**src/design/fiuc_pkg.sv**
```systemverilog
`default_nettype none

package fiuc_pkg;

	// Field widths of the byte and result beats.
	localparam int BYTE_W = 8;
	localparam int ID_W   = 24;
	localparam int LEN_W  = 8;
	localparam int UC_W   = 7;
	localparam int POS_W  = 10;

	// ID table size and the width of the fill count that indexes it.
	localparam int ID_TABLE_DEPTH = 64;
	localparam int CNT_W          = $clog2(ID_TABLE_DEPTH + 1);

	// Frame layout, counted from the end of the record header.
	localparam int LEN_OFFSET     = 1;
	localparam int ID_OFFSET      = 7;
	localparam int ID_BYTES       = 3;
	localparam int FRAME_OVERHEAD = 12;

	// Configuration port.
	localparam int CFG_IDX_W = 1;
	localparam int CFG_W     = 8;

	localparam logic [CFG_W-1:0] FILE_HDR_RESET = 8'd24;
	localparam logic [CFG_W-1:0] REC_HDR_RESET  = 8'd48;

	typedef enum logic [CFG_IDX_W-1:0] {
		REG_FILE_HDR = 1'b0,
		REG_REC_HDR  = 1'b1
	} cfg_reg_t;

	// Frame end event from the parser to the ID table.
	typedef struct packed {
		logic             valid;
		logic [ID_W-1:0]  id;
		logic [LEN_W-1:0] len;
	} frame_evt_t;

endpackage

`default_nettype wire

```
**src/design/fiuc_if.sv**
```systemverilog
`default_nettype none

// Byte stream channel.
interface fiuc_byte_if;
	import fiuc_pkg::*;

	logic              valid;
	logic              ready;
	logic [BYTE_W-1:0] data_byte;

	modport source (output valid, output data_byte, input ready);
	modport sink   (input valid, input data_byte, output ready);
endinterface

// Per-frame result channel.
interface fiuc_result_if;
	import fiuc_pkg::*;

	logic             valid;
	logic             ready;
	logic [ID_W-1:0]  message_id;
	logic             is_new;
	logic [UC_W-1:0]  unique_count;
	logic             table_full;
	logic [LEN_W-1:0] payload_length;

	modport source (output valid, output message_id, output is_new, output unique_count,
		output table_full, output payload_length, input ready);
	modport sink   (input valid, input message_id, input is_new, input unique_count,
		input table_full, input payload_length, output ready);
endinterface

`default_nettype wire

```
**src/design/frame_id_unique_counter.sv**
```systemverilog
`default_nettype none

// Message ID uniqueness counter for a capture byte stream.
// byte_in carries one stream byte per beat. After reset the first 24 bytes
// (register 0) are skipped, then each record is a 48-byte record header
// (register 1) followed by a v2 frame whose 3-byte ID is assembled.
// Writing register 0 also restarts the skip with the new count.
// result_out carries one beat per completed frame: the ID, whether it is
// new, the distinct-ID count, a table-full flag and the payload length.
// Bytes are taken one per cycle. The beat that ends a frame is taken only
// when the ID table is idle and the result register is empty; its result
// is registered in turn in the key register, the cell compare register and,
// after hit reduction, the result register.
// The lookup is a row of 64 cells that compare in parallel; new IDs shift in
// at the head of the row. A frame is at least 12 bytes long, so bytes keep
// flowing one per cycle unless the receiver holds a result past the next
// frame end, in which case byte_in.ready drops on that frame-ending beat.
// Reset empties the table at once (fill count zero) and restores registers.
module frame_id_unique_counter (
	input  wire logic                           clk,
	input  wire logic                           arst_n,
	fiuc_byte_if.sink                           byte_in,
	fiuc_result_if.source                       result_out,
	input  wire logic                           cfg_we,
	input  wire logic [fiuc_pkg::CFG_IDX_W-1:0] cfg_index,
	input  wire logic [fiuc_pkg::CFG_W-1:0]     cfg_data
);
	import fiuc_pkg::*;

	frame_evt_t evt;
	logic       slot_free;

	// Framing of the byte stream.
	fiuc_parser u_parser (
		.clk       (clk),
		.arst_n    (arst_n),
		.byte_in   (byte_in),
		.cfg_we    (cfg_we),
		.cfg_index (cfg_index),
		.cfg_data  (cfg_data),
		.slot_free (slot_free),
		.evt       (evt)
	);

	// ID table lookup and result register.
	fiuc_table u_table (
		.clk        (clk),
		.arst_n     (arst_n),
		.evt        (evt),
		.slot_free  (slot_free),
		.result_out (result_out)
	);

endmodule

`default_nettype wire

```
**src/design/fiuc_parser.sv**
```systemverilog
`default_nettype none

module fiuc_parser (
	input  wire logic                           clk,
	input  wire logic                           arst_n,
	fiuc_byte_if.sink                           byte_in,
	input  wire logic                           cfg_we,
	input  wire logic [fiuc_pkg::CFG_IDX_W-1:0] cfg_index,
	input  wire logic [fiuc_pkg::CFG_W-1:0]     cfg_data,
	input  wire logic                           slot_free,
	output fiuc_pkg::frame_evt_t                evt
);
	import fiuc_pkg::*;

	logic [CFG_W-1:0] skip_q;
	logic [CFG_W-1:0] rh_q;
	logic [POS_W-1:0] pos_q;
	logic [LEN_W-1:0] len_q;
	logic [ID_W-1:0]  id_q;

	logic [POS_W:0]   pos_next;
	logic [POS_W:0]   end_thr;
	logic             end_now;
	logic             accept;
	logic             is_len_byte;
	logic [POS_W-1:0] id_base;
	logic [POS_W-1:0] id_rel;
	logic             is_id_byte;

	// Frame end depends only on the held state, never on the byte itself.
	always_comb begin
		pos_next    = {1'b0, pos_q} + (POS_W+1)'(1);
		end_thr     = (POS_W+1)'(rh_q) + (POS_W+1)'(len_q) + (POS_W+1)'(FRAME_OVERHEAD);
		end_now     = (skip_q == '0) && (pos_next >= end_thr);
		is_len_byte = pos_q == (POS_W'(rh_q) + POS_W'(LEN_OFFSET));
		id_base     = POS_W'(rh_q) + POS_W'(ID_OFFSET);
		id_rel      = pos_q - id_base;
		is_id_byte  = (pos_q >= id_base) && (id_rel < POS_W'(ID_BYTES));
	end

	// A frame-ending beat waits until the table can take its lookup.
	assign byte_in.ready = !end_now || slot_free;
	assign accept        = byte_in.valid && byte_in.ready;

	assign evt.valid = accept && end_now;
	assign evt.id    = id_q;
	assign evt.len   = len_q;

	// Framing state and configuration registers.
	always_ff @(posedge clk or negedge arst_n) begin
		if (!arst_n) begin
			skip_q <= FILE_HDR_RESET;
			rh_q   <= REC_HDR_RESET;
			pos_q  <= '0;
			len_q  <= '0;
			id_q   <= '0;
		end else if (cfg_we) begin
			unique case (cfg_reg_t'(cfg_index))
				REG_FILE_HDR: skip_q <= cfg_data;
				REG_REC_HDR:  rh_q   <= cfg_data;
			endcase
		end else if (accept) begin
			if (skip_q != '0) begin
				skip_q <= skip_q - CFG_W'(1);
			end else if (end_now) begin
				pos_q <= '0;
				len_q <= '0;
				id_q  <= '0;
			end else begin
				pos_q <= pos_next[POS_W-1:0];
				if (is_len_byte) begin
					len_q <= byte_in.data_byte;
				end else if (is_id_byte) begin
					unique case (id_rel[1:0])
						2'd0:    id_q[7:0]   <= byte_in.data_byte;
						2'd1:    id_q[15:8]  <= byte_in.data_byte;
						2'd2:    id_q[23:16] <= byte_in.data_byte;
						default: id_q        <= id_q;
					endcase
				end
			end
		end
	end

endmodule

`default_nettype wire

```
**src/design/fiuc_cell.sv**
```systemverilog
`default_nettype none

module fiuc_cell (
	input  wire logic                      clk,
	input  wire logic                      shift_en,
	input  wire logic [fiuc_pkg::ID_W-1:0] shift_in,
	input  wire logic [fiuc_pkg::ID_W-1:0] key,
	input  wire logic                      en,
	output logic      [fiuc_pkg::ID_W-1:0] entry,
	output logic                           hit
);
	import fiuc_pkg::*;

	logic [ID_W-1:0] entry_q;
	logic            hit_s2;

	// The entry moves one cell down the row on every insertion.
	always_ff @(posedge clk) begin
		if (shift_en) begin
			entry_q <= shift_in;
		end
		hit_s2 <= en && (entry_q == key);
	end

	assign entry = entry_q;
	assign hit   = hit_s2;

endmodule

`default_nettype wire

```
**src/design/fiuc_table.sv**
```systemverilog
`default_nettype none

module fiuc_table (
	input  wire logic           clk,
	input  wire logic           arst_n,
	input  fiuc_pkg::frame_evt_t evt,
	output logic                slot_free,
	fiuc_result_if.source       result_out
);
	import fiuc_pkg::*;

	logic             v_s1;
	logic             v_s2;
	logic [ID_W-1:0]  key_q;
	logic [LEN_W-1:0] len_q;
	logic [CNT_W-1:0] count_q;

	logic             out_valid_q;
	logic [ID_W-1:0]  out_id_q;
	logic             out_new_q;
	logic [UC_W-1:0]  out_count_q;
	logic             out_full_q;
	logic [LEN_W-1:0] out_len_q;

	logic [ID_TABLE_DEPTH-1:0] hit;
	logic [ID_W-1:0]           entry [ID_TABLE_DEPTH];
	logic                      found;
	logic                      is_new;
	logic                      full;
	logic                      insert;
	logic [CNT_W-1:0]          count_next;

	// Row of cells; cell zero takes the newest ID.
	for (genvar i = 0; i < ID_TABLE_DEPTH; i++) begin : g_cell
		logic [ID_W-1:0] shift_in;
		if (i == 0) begin : g_head
			assign shift_in = key_q;
		end else begin : g_body
			assign shift_in = entry[i-1];
		end
		fiuc_cell u_cell (
			.clk      (clk),
			.shift_en (insert),
			.shift_in (shift_in),
			.key      (key_q),
			.en       (CNT_W'(i) < count_q),
			.entry    (entry[i]),
			.hit      (hit[i])
		);
	end

	// Second stage: reduce the registered cell hits and decide insertion.
	always_comb begin
		found      = |hit;
		is_new     = !found;
		full       = is_new && (count_q == CNT_W'(ID_TABLE_DEPTH));
		insert     = v_s2 && is_new && !full;
		count_next = insert ? count_q + CNT_W'(1) : count_q;
	end

	// Only one lookup is in flight, and only into an empty output register.
	assign slot_free = !v_s1 && !v_s2 && !out_valid_q;

	// Lookup control and fill count.
	always_ff @(posedge clk or negedge arst_n) begin
		if (!arst_n) begin
			v_s1        <= 1'b0;
			v_s2        <= 1'b0;
			count_q     <= '0;
			out_valid_q <= 1'b0;
		end else begin
			v_s1    <= evt.valid;
			v_s2    <= v_s1;
			count_q <= count_next;
			if (v_s2) begin
				out_valid_q <= 1'b1;
			end else if (result_out.ready) begin
				out_valid_q <= 1'b0;
			end
		end
	end

	// Lookup key and result payload.
	always_ff @(posedge clk) begin
		if (evt.valid) begin
			key_q <= evt.id;
			len_q <= evt.len;
		end
		if (v_s2) begin
			out_id_q    <= key_q;
			out_new_q   <= is_new;
			out_count_q <= UC_W'(count_next);
			out_full_q  <= full;
			out_len_q   <= len_q;
		end
	end

	assign result_out.valid          = out_valid_q;
	assign result_out.message_id     = out_id_q;
	assign result_out.is_new         = out_new_q;
	assign result_out.unique_count   = out_count_q;
	assign result_out.table_full     = out_full_q;
	assign result_out.payload_length = out_len_q;

`ifndef NO_ASSERTIONS
	a_count_bound: assert property (@(posedge clk) disable iff (!arst_n)
		count_q <= CNT_W'(ID_TABLE_DEPTH))
		else $error("ID table fill count beyond depth");

	a_one_in_flight: assert property (@(posedge clk) disable iff (!arst_n)
		$onehot0({v_s1, v_s2, out_valid_q}))
		else $error("more than one lookup in flight");

	a_evt_when_free: assert property (@(posedge clk) disable iff (!arst_n)
		evt.valid |-> slot_free)
		else $error("frame end while table busy");

	a_insert_counts: assert property (@(posedge clk) disable iff (!arst_n)
		insert |=> count_q == $past(count_q) + CNT_W'(1))
		else $error("insertion did not advance the fill count");
`endif

endmodule

`default_nettype wire
```
**src/flat_wrapper.sv**
```systemverilog
// flat-port wrapper written by rule: the top's interface ports become plain ports
module frame_id_unique_counter_flat import fiuc_pkg::*;
  (clk, arst_n, cfg_we, cfg_index, cfg_data, byte_in_valid, byte_in_data_byte, byte_in_ready, result_out_valid, result_out_message_id, result_out_is_new, result_out_unique_count, result_out_table_full, result_out_payload_length, result_out_ready);
  fiuc_byte_if byte_in_i ();
  fiuc_result_if result_out_i ();
  input  wire logic clk;
  input  wire logic arst_n;
  input  wire logic cfg_we;
  input  wire logic [fiuc_pkg::CFG_IDX_W-1:0] cfg_index;
  input  wire logic [fiuc_pkg::CFG_W-1:0] cfg_data;
  input wire logic [$bits(byte_in_i.valid)-1:0] byte_in_valid;
  input wire logic [$bits(byte_in_i.data_byte)-1:0] byte_in_data_byte;
  output wire logic [$bits(byte_in_i.ready)-1:0] byte_in_ready;
  output wire logic [$bits(result_out_i.valid)-1:0] result_out_valid;
  output wire logic [$bits(result_out_i.message_id)-1:0] result_out_message_id;
  output wire logic [$bits(result_out_i.is_new)-1:0] result_out_is_new;
  output wire logic [$bits(result_out_i.unique_count)-1:0] result_out_unique_count;
  output wire logic [$bits(result_out_i.table_full)-1:0] result_out_table_full;
  output wire logic [$bits(result_out_i.payload_length)-1:0] result_out_payload_length;
  input wire logic [$bits(result_out_i.ready)-1:0] result_out_ready;
  assign byte_in_i.valid = byte_in_valid;
  assign byte_in_i.data_byte = byte_in_data_byte;
  assign byte_in_ready = byte_in_i.ready;
  assign result_out_valid = result_out_i.valid;
  assign result_out_message_id = result_out_i.message_id;
  assign result_out_is_new = result_out_i.is_new;
  assign result_out_unique_count = result_out_i.unique_count;
  assign result_out_table_full = result_out_i.table_full;
  assign result_out_payload_length = result_out_i.payload_length;
  assign result_out_i.ready = result_out_ready;
  frame_id_unique_counter u_core (.clk(clk), .arst_n(arst_n), .byte_in(byte_in_i), .result_out(result_out_i), .cfg_we(cfg_we), .cfg_index(cfg_index), .cfg_data(cfg_data));
endmodule
```
**config.mk**
```make
export PLATFORM = sky130hd
export DESIGN_NAME = frame_id_unique_counter_flat
export DESIGN_NICKNAME = d
export VERILOG_FILES = /design/src/design/fiuc_pkg.sv /design/src/design/fiuc_if.sv /design/src/design/frame_id_unique_counter.sv /design/src/design/fiuc_parser.sv /design/src/design/fiuc_cell.sv /design/src/design/fiuc_table.sv /design/src/flat_wrapper.sv
export SDC_FILE = /design/constraint.sdc
export NUM_CORES = 2
export LEC_CHECK = 0
export ABC_AREA = 1
export BUFFER_PORTS_ARGS = -buffer_cell sky130_fd_sc_hd__buf_2
export CORE_MARGIN = 2
export CORE_UTILIZATION = 40
export DETAILED_ROUTE_END_ITERATION = 8
export PLACE_DENSITY = 0.6
export SYNTH_ARGS = -nofsm -noshare
export SYNTH_HDL_FRONTEND = slang
export SYNTH_SLANG_ARGS = --single-unit
```
**constraint.sdc**
```tcl
create_clock -name clk -period 46.1 [get_ports clk]
set_input_delay 2.305 -clock clk [delete_from_list [all_inputs] [get_ports clk]]
set_output_delay 2.305 -clock clk [all_outputs]
set_load 0.02 [all_outputs]
```
# == After elaboration in Yosys (flattened, before gate mapping) ==
# Index checks and enable logic that the tools add are counted.
# word_totals
out_inout_bits,43
reg_bits,1741
wordCells,408
inputBits,22
# op_classes
n_eq_ne,70
reduce_logical,99
muxes,16
addsub,8
bitwise_logic,2
n_lt_le_gt_ge,67
# ops
operator,n
24-bit equality test,64
"6-bit by 7-bit less-than comparator with 1-bit output, first input constant",32
"5-bit by 7-bit less-than comparator with 1-bit output, first input constant",16
1-bit logical AND,73
24-bit two-way mux,3
8-bit two-way mux,9
64-bit OR reduction,1
"4-bit by 7-bit less-than comparator with 1-bit output, first input constant",8
"3-bit by 7-bit less-than comparator with 1-bit output, first input constant",4
6-bit AND reduction,3
2-bit nonzero test,8
"1-bit by 7-bit less-than comparator with 1-bit output, first input constant",2
"2-bit by 7-bit less-than comparator with 1-bit output, first input constant",2
"10-bit by 1-bit adder with 11-bit output, second input constant",1
11-bit by 10-bit >= comparator with 1-bit output,1
"9-bit by 4-bit adder with 10-bit output, second input constant",1
10-bit by 9-bit equality test with 1-bit output,1
10-bit by 9-bit >= comparator with 1-bit output,1
"10-bit by 2-bit less-than comparator with 1-bit output, second input constant",1
10-bit two-way mux,1
10-bit by 9-bit subtractor with 10-bit output,1
"8-bit by 1-bit adder with 9-bit output, second input constant",1
"8-bit by 3-bit adder with 9-bit output, second input constant",1
8-bit by 8-bit adder with 9-bit output,1
other kinds (17),26

# == Logic depth before layout (Yosys ltp) ==
# logic_depth
depth_word,9
mapped_depth,25
mapped_depth_nobuf,24

# == Modules after synthesis ==
# A second synthesis with hierarchy kept.
# hier_totals
cells_unflattened,10356
hier_area_um2,86779.5
# by_module_without_submodules
mod,area_each_um2,instances,cells_each
fiuc_cell,1227.4,64,147
fiuc_parser,4713.3,1,642
fiuc_table,3510.9,1,306

# == Worst setup path after synthesis ==
# No wires, ideal clock.
# synth_timing
kind,reg2reg
startpoint,register u_core.u_table.v_s2
endpoint,"register u_core.u_table.out_count_q[1], in the netlist u_core.u_table.result_out.unique_count[1] (data pin)"
synth_period_minus_slack_ns,34.540
slack_ns,11.560
path_stages_with_launch,4
path_buffers,0
arrival_ns,32.918
setup_ns,1.622
cell_sequence,dfrtp_1 -> nand3_1 -> inv_1 -> o21ai_0
# synth_between
elab_chain_len,3
# synth_rtl
item,line_no,rtl
from (decl),fiuc_table.sv:13,logic v_s2;
from (signal assigned),fiuc_table.sv:73,v_s2 <= v_s1;
1-bit logical AND (2 in series),fiuc_table.sv:57,insert = v_s2 && is_new && !full;
via u_core.u_table.g_cell[0].u_cell.shift_en,fiuc_cell.sv:5,"input wire logic shift_en,"
7-bit two-way mux,fiuc_table.sv:58,count_next = insert ? count_q + CNT_W'(1) : count_q;
via u_core.u_table.count_next[1],fiuc_table.sv:31,logic [CNT_W-1:0] count_next;
to (signal assigned),fiuc_table.sv:92,out_count_q <= UC_W'(count_next);
to (decl),fiuc_table.sv:21,logic [UC_W-1:0] out_count_q;
# The timed path passes the listed nets, and every way through them passes these cells.
# A chain may end at the register's enable or synchronous reset.

# == Worst setup path after layout ==
# layout_timing
startpoint,register u_core.u_parser.rh_q[3]
endpoint,output port byte_in_ready
# layout_between
elab_chain_len,6
# layout_rtl
item,line_no,rtl
from (decl),fiuc_parser.sv:16,logic [CFG_W-1:0] rh_q;
from (signal assigned),fiuc_parser.sv:60,REG_REC_HDR: rh_q <= cfg_data;
8-bit by 8-bit adder with 9-bit output,fiuc_parser.sv:33,end_thr = (POS_W+1)'(rh_q) + (POS_W+1)'(len_q) + (POS_W+1)'(FRAME_OVERHEAD);
9-bit by 4-bit adder with 10-bit output,fiuc_parser.sv:33,
11-bit by 10-bit >= comparator with 1-bit output,fiuc_parser.sv:34,end_now = (skip_q == '0) && (pos_next >= end_thr);
1-bit logical AND,fiuc_parser.sv:34,
1-bit zero test,fiuc_parser.sv:42,assign byte_in.ready = !end_now || slot_free;
1-bit logical OR,fiuc_parser.sv:42,
to (decl),flat_wrapper.sv:13,output wire logic [$bits(byte_in_i.ready)-1:0] byte_in_ready;
# Every way passes these cells.

==> summary.md <==
| Metric | Value |
|---|---|
| Result of the run | `complete, no violations` |
| Clock slew at reported path FFs | `0.06 ns` |
| Average instance area after synthesis | `13.3 um^2` |
| Main synth FF type | `sky130_fd_sc_hd__edfxtp_1` |
| Average wire length per cell after detail routing | `27.1 um` |
| Root buffer cell | `sky130_fd_sc_hd__clkbuf_16` |
| Worst path cell trace | `inv_1 -> ha_1 -> inv_1 -> ha_1 -> a21oi_1 -> nand2_1 -> a21oi_1 -> o21ai_0 -> a21o_1 -> a21oi_1 -> xor2_1 -> ha_1 -> o21a_1 -> nand2_1 -> nand2_2 -> nand3_2 -> buf_2` |
| Vias per inst | `5.75` |
| Critical path depth in cells | `17` |
| Initial antenna violation count | `10` |
| Grt total ovfl | `0` |
| Maximum net fanout on the critical path | `5` |
| Resized Gates After CTS | `0` |
| Area growth from synthesis to final layout | `11.9%` |
| Number of endpoints failing setup at the final stage | `0` |
| Worst Path Buf+Inv | `3` |
| Sinks on the clock net | `1741` |
| Most used routing layer | `met2` |
| Top cells by area in the synthesized netlist | `sky130_fd_sc_hd__edfxtp_1, sky130_fd_sc_hd__xnor2_1, sky130_fd_sc_hd__nand2_1, sky130_fd_sc_hd__xor2_1, sky130_fd_sc_hd__or2_2` |
| Unrepaired setup endpoints after global routing | `false` |
| Count of state elements after synthesis | `1741` |
| Floorplan row count | `158` |
| I/O Buffers | `64` |
| Pwr Density | `38.1 nW/um^2` |
| Die Span X | `435 um` |
| Total leakage power | `27.0 nW` |
| Logic depth of the worst register-to-register path | `10` |
| Capturing element type of the critical path | `output port` |
| Residual DRC count | `0` |
| DP Wirelength | `139000 um` |
| Asr flop ratio synth | `3.91%` |
| Cell count after synthesis | `5570` |
| Remaining antenna violation count | `0` |
| Global router's overall resource usage | `23.0%` |
| Top-level I/O count | `65` |
| Count of max-cap constraint violations | `0` |
| Critical path's slowest cell | `sky130_fd_sc_hd__dfrtp_1` |
| Final estimated routing congestion in global placement | `0.871` |
| Net switching power | `657 uW` |
| Die area | `189000 um^2` |
| Die outline height | `435 um` |
| Final worst clock skew | `0.0440 ns` |
| Stage delay of the slowest cell on the critical path | `0.43 ns` |
| Number of endpoints with negative hold slack in the final report | `0` |
| Crit path DAT | `4.06 ns` |
| TritonCTS clock tree | `done` |
| Layout cell share with drive strength beyond 1 | `13.4%` |
| Net switching fraction of the power | `20.8%` |
| Global-route wire length before repair | `317000 um` |
| Ys Warns | `0` |
| Fraction of met3 tracks used by global routing | `4.41%` |
| Count of unique library cells instantiated by Yosys | `61` |
| Number of hold-repair buffers added at the cts stage | `0` |
| Total power draw | `3.17 mW` |
| Combinational cell fraction of total power | `1.4%` |
| Largest buffer count on any clock path | `3` |
| Clock share of power | `44.7%` |
| TritonCTS buffer count | `178` |
| CP Launch Type | `flip-flop` |
| Post-Route Setup TNS | `0 ns` |
| Worst skew pair latency | `0.84 ns` |
| Slew Viols, Final | `0` |
| Post-synth EDFFs | `1609` |
| Number of detailed-route iterations in the first pass | `6` |
| Cell area after technology mapping | `74300 um^2` |
| Via Count | `47600` |
| IR drop worst, VDD | `0.0000280 V` |
| 1st-iter DRT viols | `6902` |
| Fin nets | `5702` |
| Transition time at the pin with the least slew margin | `1.25 ns` |
| Core region area | `185000 um^2` |
| Dominant cell type by area after synthesis | `sky130_fd_sc_hd__edfxtp_1` |
| Post-Route WL | `224000 um` |
| Sequential cell area fraction in the yosys report | `69.1%` |
| Buffer count from post-CTS setup fixing | `0` |
| Routing usage on met1 | `32.9%` |
| Pin count of the biggest net entering global routing | `208` |
| WP data required | `43.79 ns` |
| H-tree lvl count | `4` |
| Yosys top cell area share | `65.1%` |
| Cell-internal power | `2.51 mW` |
| Number of global-route vias before repair | `44800` |
| Portion of the clock cycle consumed by the worst path in the final layout | `13.8%` |
| Initial core utilization | `40.1%` |
| Sequential cell fraction of total power | `53.9%` |
| Startpoint-to-endpoint class of the critical path | `flip-flop to output port` |
| Fillcell total | `16500` |
| CP top delay family | `compound AO/OA/AOI/OAI gates` |
| Tightest Hold Check Type | `flip-flop to flip-flop` |
| Syn_nets | `5634` |
| Tightest slew margin relative to the limit | `16.5%` |
| Clock period minus final worst setup slack | `6.37 ns` |
| Worst hold path stage count | `0` |
| Global routing met2 resource utilization | `35.5%` |
| Fmax | `157 MHz` |
cells in the mapped netlist (126+ instances only):
cell type	number
sky130_fd_sc_hd__or2_2	303
sky130_fd_sc_hd__edfxtp_1	1609
sky130_fd_sc_hd__nand2_1	933
sky130_fd_sc_hd__nor2_1	163
sky130_fd_sc_hd__xnor2_1	441
sky130_fd_sc_hd__o21ai_0	225
sky130_fd_sc_hd__a221oi_1	201
sky130_fd_sc_hd__xor2_1	307
sky130_fd_sc_hd__inv_1	161
sky130_fd_sc_hd__o22ai_1	126
sky130_fd_sc_hd__nand3_1	133
sky130_fd_sc_hd__nor4_1	160
cell type report:
class                      count  area [um^2]  area share (%)
timing repair buffer         152         1210            1.45
clock inverter                83          747           0.899
tap                         2480         3100            3.73
sequential                  1741        51300            61.7
clock buffer                 245         4930            5.93
multi-input combinational   3389        21100            25.4
inverter                     176          674           0.811
antenna                        6         15.0          0.0181
stage by stage:
stage | cells | utilization [%] | instance area, um^2 | hold slack, ns | setup slack (ns)
after floorplan | 5570 | - | 74300 | 0.355 | 11.56
after global placement | 7938 | 41.8 | 77400 | 0.439 | 40.52
after detailed placement | 7938 | 41.8 | 77400 | 0.416 | 40.44
after CTS | 8266 | 44.9 | 83100 | 0.440 | 39.68
after global routing | 8268 | 44.9 | 83100 | 0.462 | 39.46
final | 8272 | 44.9 | 83100 | 0.437 | 39.73
routing by layer:
metal | share of wire, % | wire, um | vias up
li1 | - | - | 20500
met4 | 2.8 | 6200 | 4
met3 | 10 | 22700 | 373
met1 | 42 | 93900 | 24000
met2 | 45 | 101000 | 2682
met5 | 0.0098 | 22 | -
power groups by stage:
stage,logic (mW),clock network (mW),registers (mW)
after global placement,0.0437,0,1.74
final,0.0436,1.42,1.71
after CTS,0.0441,1.44,1.71
after detailed placement,0.0438,0,1.74
after floorplan,0.0321,0,1.74
after global routing,0.0500,1.50,1.71
state kept, by name (all words and copies together), names as in the netlist:
| signal | flops |
|---|---|
| u_core.u_table.g_cell.u_cell.entry | 1536 |
| u_core.u_table.g_cell.u_cell.hit | 64 |
| u_core.u_parser.id_q | 24 |
| u_core.u_table.g_cell.shift_in | 24 |
| u_core.u_table.result_out.message_id | 24 |
| u_core.u_parser.pos_q | 10 |
| u_core.u_parser.len_q | 8 |
| u_core.u_parser.rh_q | 8 |
| u_core.u_parser.skip_q | 8 |
| u_core.u_table.len_q | 8 |
| u_core.u_table.result_out.payload_length | 8 |
| u_core.u_table.count_q | 7 |
| u_core.u_table.result_out.unique_count | 7 |
| u_core.u_table.result_out.is_new | 1 |
| u_core.u_table.result_out.table_full | 1 |
| u_core.u_table.result_out.valid | 1 |
| u_core.u_table.v_s1 | 1 |
| u_core.u_table.v_s2 | 1 |
final timing paths:
kind                       slack [ns]                                       from                                         to
setup / recovery                39.73                    u_core.u_parser.rh_q[3]                              byte_in_ready
hold / removal                   0.44  u_core.u_table.g_cell[6].u_cell.entry[19]  u_core.u_table.g_cell[7].u_cell.entry[19]
setup reg to reg                40.43       u_core.u_table.g_cell[61].u_cell.hit  u_core.u_table.g_cell[2].u_cell.entry[15]
hold reg to reg                  0.44  u_core.u_table.g_cell[6].u_cell.entry[19]  u_core.u_table.g_cell[7].u_cell.entry[19]
max in group asynchronous       43.75                                     arst_n                        u_core.u_table.v_s2
min in group asynchronous        1.61                                     arst_n                   u_core.u_parser.pos_q[0]
cell usage in the layout (no fill, tap or decap), types with 6 or more instances in the layout:
cell type                      n
sky130_fd_sc_hd__a211oi_1     36
sky130_fd_sc_hd__a2111oi_0    17
sky130_fd_sc_hd__clkbuf_8     12
sky130_fd_sc_hd__bufinv_16     7
sky130_fd_sc_hd__dfxtp_1      64
sky130_fd_sc_hd__clkinv_1     29
sky130_fd_sc_hd__dfrtp_1      63
sky130_fd_sc_hd__buf_2        63
sky130_fd_sc_hd__inv_2        16
sky130_fd_sc_hd__nor2_1      163
sky130_fd_sc_hd__clkbuf_1     50
sky130_fd_sc_hd__o21ai_0     225
sky130_fd_sc_hd__nand2_2       7
sky130_fd_sc_hd__buf_12       18
sky130_fd_sc_hd__nand2_4       6
sky130_fd_sc_hd__nor4_1      159
sky130_fd_sc_hd__o2111ai_1    18
sky130_fd_sc_hd__o21ai_2      10
sky130_fd_sc_hd__a22o_1       53
sky130_fd_sc_hd__mux2_2        6
sky130_fd_sc_hd__or2_2       303
sky130_fd_sc_hd__ha_1         40
sky130_fd_sc_hd__nor3_1        9
sky130_fd_sc_hd__clkinv_2     32
sky130_fd_sc_hd__a221oi_1    201
sky130_fd_sc_hd__edfxtp_1   1609
sky130_fd_sc_hd__buf_4        71
sky130_fd_sc_hd__o211ai_1     15
sky130_fd_sc_hd__nand4_1      97
sky130_fd_sc_hd__nand3_1     133
sky130_fd_sc_hd__xnor2_1     441
sky130_fd_sc_hd__inv_1       154
sky130_fd_sc_hd__inv_6         6
sky130_fd_sc_hd__diode_2       6
sky130_fd_sc_hd__xor2_1      307
sky130_fd_sc_hd__nand2_1     933
sky130_fd_sc_hd__a21oi_1      33
sky130_fd_sc_hd__clkbuf_16   183
sky130_fd_sc_hd__o22ai_1     126
cells by family after synthesis:
| kind of cell | count (synthesis) | synth area share [%] |
|---|---|---|
| and+or+nand+nor | 1834 | 11.7 |
| DFF | 1741 | 69.1 |
| AOI/OAI and AO/OA | 759 | 7.14 |
| xor gates and xnor gates | 748 | 8.82 |
| buffers and inverters | 440 | 2.49 |
| adders and majority gates | 42 | 0.728 |
| muxes | 6 | 0.0910 |
Note: power is estimated with default switching activity, not from simulation.
